`src/rtl/tcw_pkg.sv`:
```
`timescale 1ns / 1ps
// Shared types and constants of the text console writer.
package tcw_pkg;

    // Field widths of the input and result words
    localparam int OP_W     = 2;
    localparam int CHAR_W   = 8;
    localparam int ADDR_W   = 11;
    localparam int CURSOR_W = 11;
    localparam int CELL_W   = 16;
    localparam int ATTR_W   = 8;

    // APB register file geometry
    localparam int PADDR_W = 2;
    localparam int PDATA_W = 32;
    localparam logic [PADDR_W-1:0] ADDR_TEXT_COLOR = 2'd0;

    // Operation codes
    localparam logic [OP_W-1:0] OP_PUT   = 2'd0;
    localparam logic [OP_W-1:0] OP_CLEAR = 2'd1;
    localparam logic [OP_W-1:0] OP_READ  = 2'd2;

    // Character codes with special meaning
    localparam logic [CHAR_W-1:0] CH_NEWLINE   = 8'd10;
    localparam logic [CHAR_W-1:0] CH_BACKSPACE = 8'd8;
    localparam logic [CHAR_W-1:0] CH_BLANK     = 8'h20;

    // Attribute after reset
    localparam logic [ATTR_W-1:0] RESET_ATTR = 8'h07;

    typedef struct packed {
        logic [OP_W-1:0]   operation;
        logic [CHAR_W-1:0] char_code;
        logic [ADDR_W-1:0] cell_address;
    } t_in_word;

    typedef struct packed {
        logic [CURSOR_W-1:0] cursor_position;
        logic [CELL_W-1:0]   cell_value;
    } t_out_word;

endpackage

```
`src/rtl/tcw_apb.sv`:
```
`timescale 1ns / 1ps
// APB register file holding the text color attribute.
module tcw_apb (
    input  logic                         i_clk,
    input  logic                         i_rst_n,
    input  logic                         psel,
    input  logic                         penable,
    input  logic                         pwrite,
    input  logic [tcw_pkg::PADDR_W-1:0]  paddr,
    input  logic [tcw_pkg::PDATA_W-1:0]  pwdata,
    output logic [tcw_pkg::PDATA_W-1:0]  prdata,
    output logic                         pready,
    output logic [tcw_pkg::ATTR_W-1:0]   o_text_color
);
    import tcw_pkg::*;

    logic [ATTR_W-1:0] r_text_color;
    logic              wr_en;

    // Write in the access phase, ignore unmapped addresses
    assign wr_en = psel && penable && pwrite && (paddr == ADDR_TEXT_COLOR);

    always_ff @(posedge i_clk) begin
        if (!i_rst_n) begin
            r_text_color <= RESET_ATTR;
        end else if (wr_en) begin
            r_text_color <= pwdata[ATTR_W-1:0];
        end
    end

    // Read back the register, zero elsewhere
    always_comb begin
        prdata = '0;
        if (paddr == ADDR_TEXT_COLOR) begin
            prdata = PDATA_W'(r_text_color);
        end
    end

    assign pready       = 1'b1;
    assign o_text_color = r_text_color;

endmodule

```
`config.mk`:
```
export PLATFORM = sky130hd
export DESIGN_NAME = tcw_apb
export DESIGN_NICKNAME = d
export VERILOG_FILES = /design/src/rtl/tcw_pkg.sv /design/src/rtl/tcw_apb.sv
export SDC_FILE = /design/constraint.sdc
export NUM_CORES = 1
export LEC_CHECK = 0
export BUFFER_PORTS_ARGS = -buffer_cell sky130_fd_sc_hd__buf_4
export CAP_MARGIN = 20
export CORE_MARGIN = 2
export CORE_UTILIZATION = 34
export CTS_BUF_LIST = sky130_fd_sc_hd__clkbuf_2
export DETAILED_ROUTE_END_ITERATION = 8
export GPL_TIMING_DRIVEN = 0
export PLACE_DENSITY = 0.88
export SLEW_MARGIN = 20
export SYNTH_ARGS = -nofsm -noshare
export SYNTH_HDL_FRONTEND = slang
export SYNTH_SLANG_ARGS = --single-unit
```
`constraint.sdc`:
```
create_clock -name i_clk -period 1.7 [get_ports i_clk]
set_input_delay 0.255 -clock i_clk [delete_from_list [all_inputs] [get_ports i_clk]]
set_output_delay 0.255 -clock i_clk [all_outputs]
set_load 0.01 [all_outputs]
```
==> flow_metrics.py <==
metrics = {
    "power_and_ir_drop": {
        "p_int_mw": 0.314,
        "irDropWorstVdd_mv": 0.466,
        "comb_power_share": 0.304,
        "power.density_nw_per_um2": 477,
        "clockPowerShare": 0.264,
        "p_leak_nw": 0.538,
        "power_frac_seq": 0.433,
        "netSwitchingPower_mw": 0.130,
        "swShare": 0.294,
    },
    "clock_network": {
        "cts_made_buffers": 3,
        "clk_path_buf_depth": 2,
        "post_cts_resized": 0,
        "cts.sinks": 8,
        "cts_tree": "built",
        "cts_max_level": 1,
        "post_cts.repair.setup_buffers": 0,
        "cts-root-buf": "clkbuf_2",
        "clk_pin_slew_ps": 80,
        "clock_latency_ps": 230,
        "cts_hold_buf": 0,
    },
    "sta": {
        "skew_ps": 0,
        "fin_crit_sh": 0.725,
        "setup_tns_ps": 0,
        "setup_ws_ps": 468,
        "rsz0062_at_grt": "false",
        "period_minus_slack_ps": 1230,
        "holdWs_ps": 265,
        "clock.fmax_mhz": 811,
        "final-hold-violation-count": 0,
        "setup_viol": 0,
        "drv_slew": 0,
    },
    "global_routing": {
        "grt_pass1_vias": 479,
        "grt_max_degree": 11,
        "track_usage": 0.136,
        "grt-ovfl-total": 0,
        "antenna_found_initial": 0,
        "grt_pass1_wl_mm": 1.99,
    },
    "routing": {
        "drc": 0,
        "dr.pass1.iters": 2,
        "vias_per_cell": 3.85,
        "routed_wirelength_mm": 1.28,
        "vias": 554,
        "avgRoutedWirePerCell_um": 8.87,
        "drt_iter0_markers": 2,
        "ant_nets": 0,
    },
    "status": {
        "status": "complete, no violations",
    },
    "finish": {
        "drive_gt1_frac": 0.484,
        "nets": 169,
        "layout_commonest_cell": "buf_4",
        "post-route-util": 0.597,
        "largest_register_ffs": 8,
        "antennaDiodeCount": 0,
        "fill_cells": 149,
        "layout_common_cells": "55 x buf_4, 25 x conb_1, 10 x nand2_1",
        "syn2layout_area_growth_pct": 59.3,
    },
    "yosys": {
        "ys_seq_area_frac": 0.274,
        "syn_area_um2": 584,
        "synthCells": 72,
        "yosys_warnings": 0,
        "post_synth_num_cell_types": 15,
        "ys_ff_latch": 8,
        "avgSynthCellArea_um2": 8.12,
    },
    "floorplanning": {
        "rows": 14,
        "io_pins": 80,
        "dieWidth_um": 45.5,
        "fp.dieH_um": 45.5,
        "core_um2": 1560,
        "die-area_um2": 2070,
        "start_util": 0.375,
    },
    "worst_setup_path": {
        "required_ps": 1440,
        "worstSetupPathType": "reg2out",
        "crit_path_max_fanout": 2,
        "arrival_ps": 980,
        "startpoint": "o_text_color[2]",
        "reg2reg_depth": 2,
        "start_kind": "flip-flop",
        "r2r-start": "o_text_color[0]",
        "end_kind": "output port",
    },
    "placed_design": {
        "portBuffers": 30,
        "hpwl_mm": 1.10,
        "dp_slack_ps": 537,
        "place.gp.congestion": 0.640,
    },
    "min_path": {
        "worstHoldStart": "pwdata[7]",
        "hp-class": "in2reg",
        "min_delay_path_depth": 3,
    },
    "run": {
        "drv_cap": 0,
    },
}
## layer usage
| metal | vias up | track usage | share of wire |
|---|---|---|---|
| met5 | - | 0 | 0 |
| met4 | 0 | 0.0529 | 0 |
| met3 | 0 | 0.0595 | 0.13 |
| met2 | 35 | 0.251 | 0.52 |
| met1 | 227 | 0.131 | 0.34 |
| li1 | 292 | - | - |
## area by class of cell
type                    count  area [µm²]  share of cell area
plain buffers              27         203               0.218
clock buffers               3        15.0              0.0161
multi-input cells          57         297               0.319
inverters                   3        11.3              0.0121
flip-flops and latches      8         160               0.172
repair buffers             30         225               0.242
well taps                  16        20.0              0.0215
## worst max-delay path, cell delays in order, from the launching register on
cell and delay, ps:
dfxtp_1 340, inv_1 60, nor3_1 200, buf_4 150
## path summary, 6_finish.rpt
check                     to  slack (ps)
max                prdata[2]         470
min          o_text_color[7]         270
max reg2reg  o_text_color[0]        1060
min reg2reg  o_text_color[7]         470
## per-stage QoR
stage / total power, mW / cell area (µm²) / cells
after floorplan: 0.286 / 671 / 95
after global placement: 0.327 / 916 / 141
after detailed placement: 0.329 / 916 / 141
after CTS: 0.450 / 931 / 144
after global routing: 0.475 / 931 / 144
final: 0.444 / 931 / 144
## kinds of logic after synthesis
kind of cell           count (synthesis)  share of synthesized area
AOI/OAI and AO/OA                      3                     0.0385
and+or+nand+nor                       24                      0.223
DFF                                    8                      0.274
other                                  2                     0.0129
buffers and inverters                 30                      0.366
muxes                                  5                     0.0857
## synth_stat cells
master / n / area [µm²]
and3_4: 1 / 11.3
nand3_1: 3 / 15.0
mux2i_1: 5 / 50.1
inv_1: 3 / 11.3
dfxtp_1: 8 / 160
buf_4: 25 / 188
and2_1: 5 / 31.3
and2_4: 1 / 8.76
nor2_4: 1 / 11.3
conb_1: 2 / 7.51
nand2_1: 10 / 37.5
clkbuf_1: 1 / 3.75
nor3_1: 3 / 15.0
o211ai_1: 3 / 22.5
buf_6: 1 / 11.3
## power by group through the flow
stage / Sequential, mW / Clock, mW / Combinational (mW)
after floorplan: 0.198 / 0 / 0.0879
after global routing: 0.193 / 0.135 / 0.147
final: 0.192 / 0.117 / 0.135
after global placement: 0.196 / 0 / 0.131
after CTS: 0.192 / 0.125 / 0.133
after detailed placement: 0.197 / 0 / 0.133
Power figures use the tool's default switching activity.
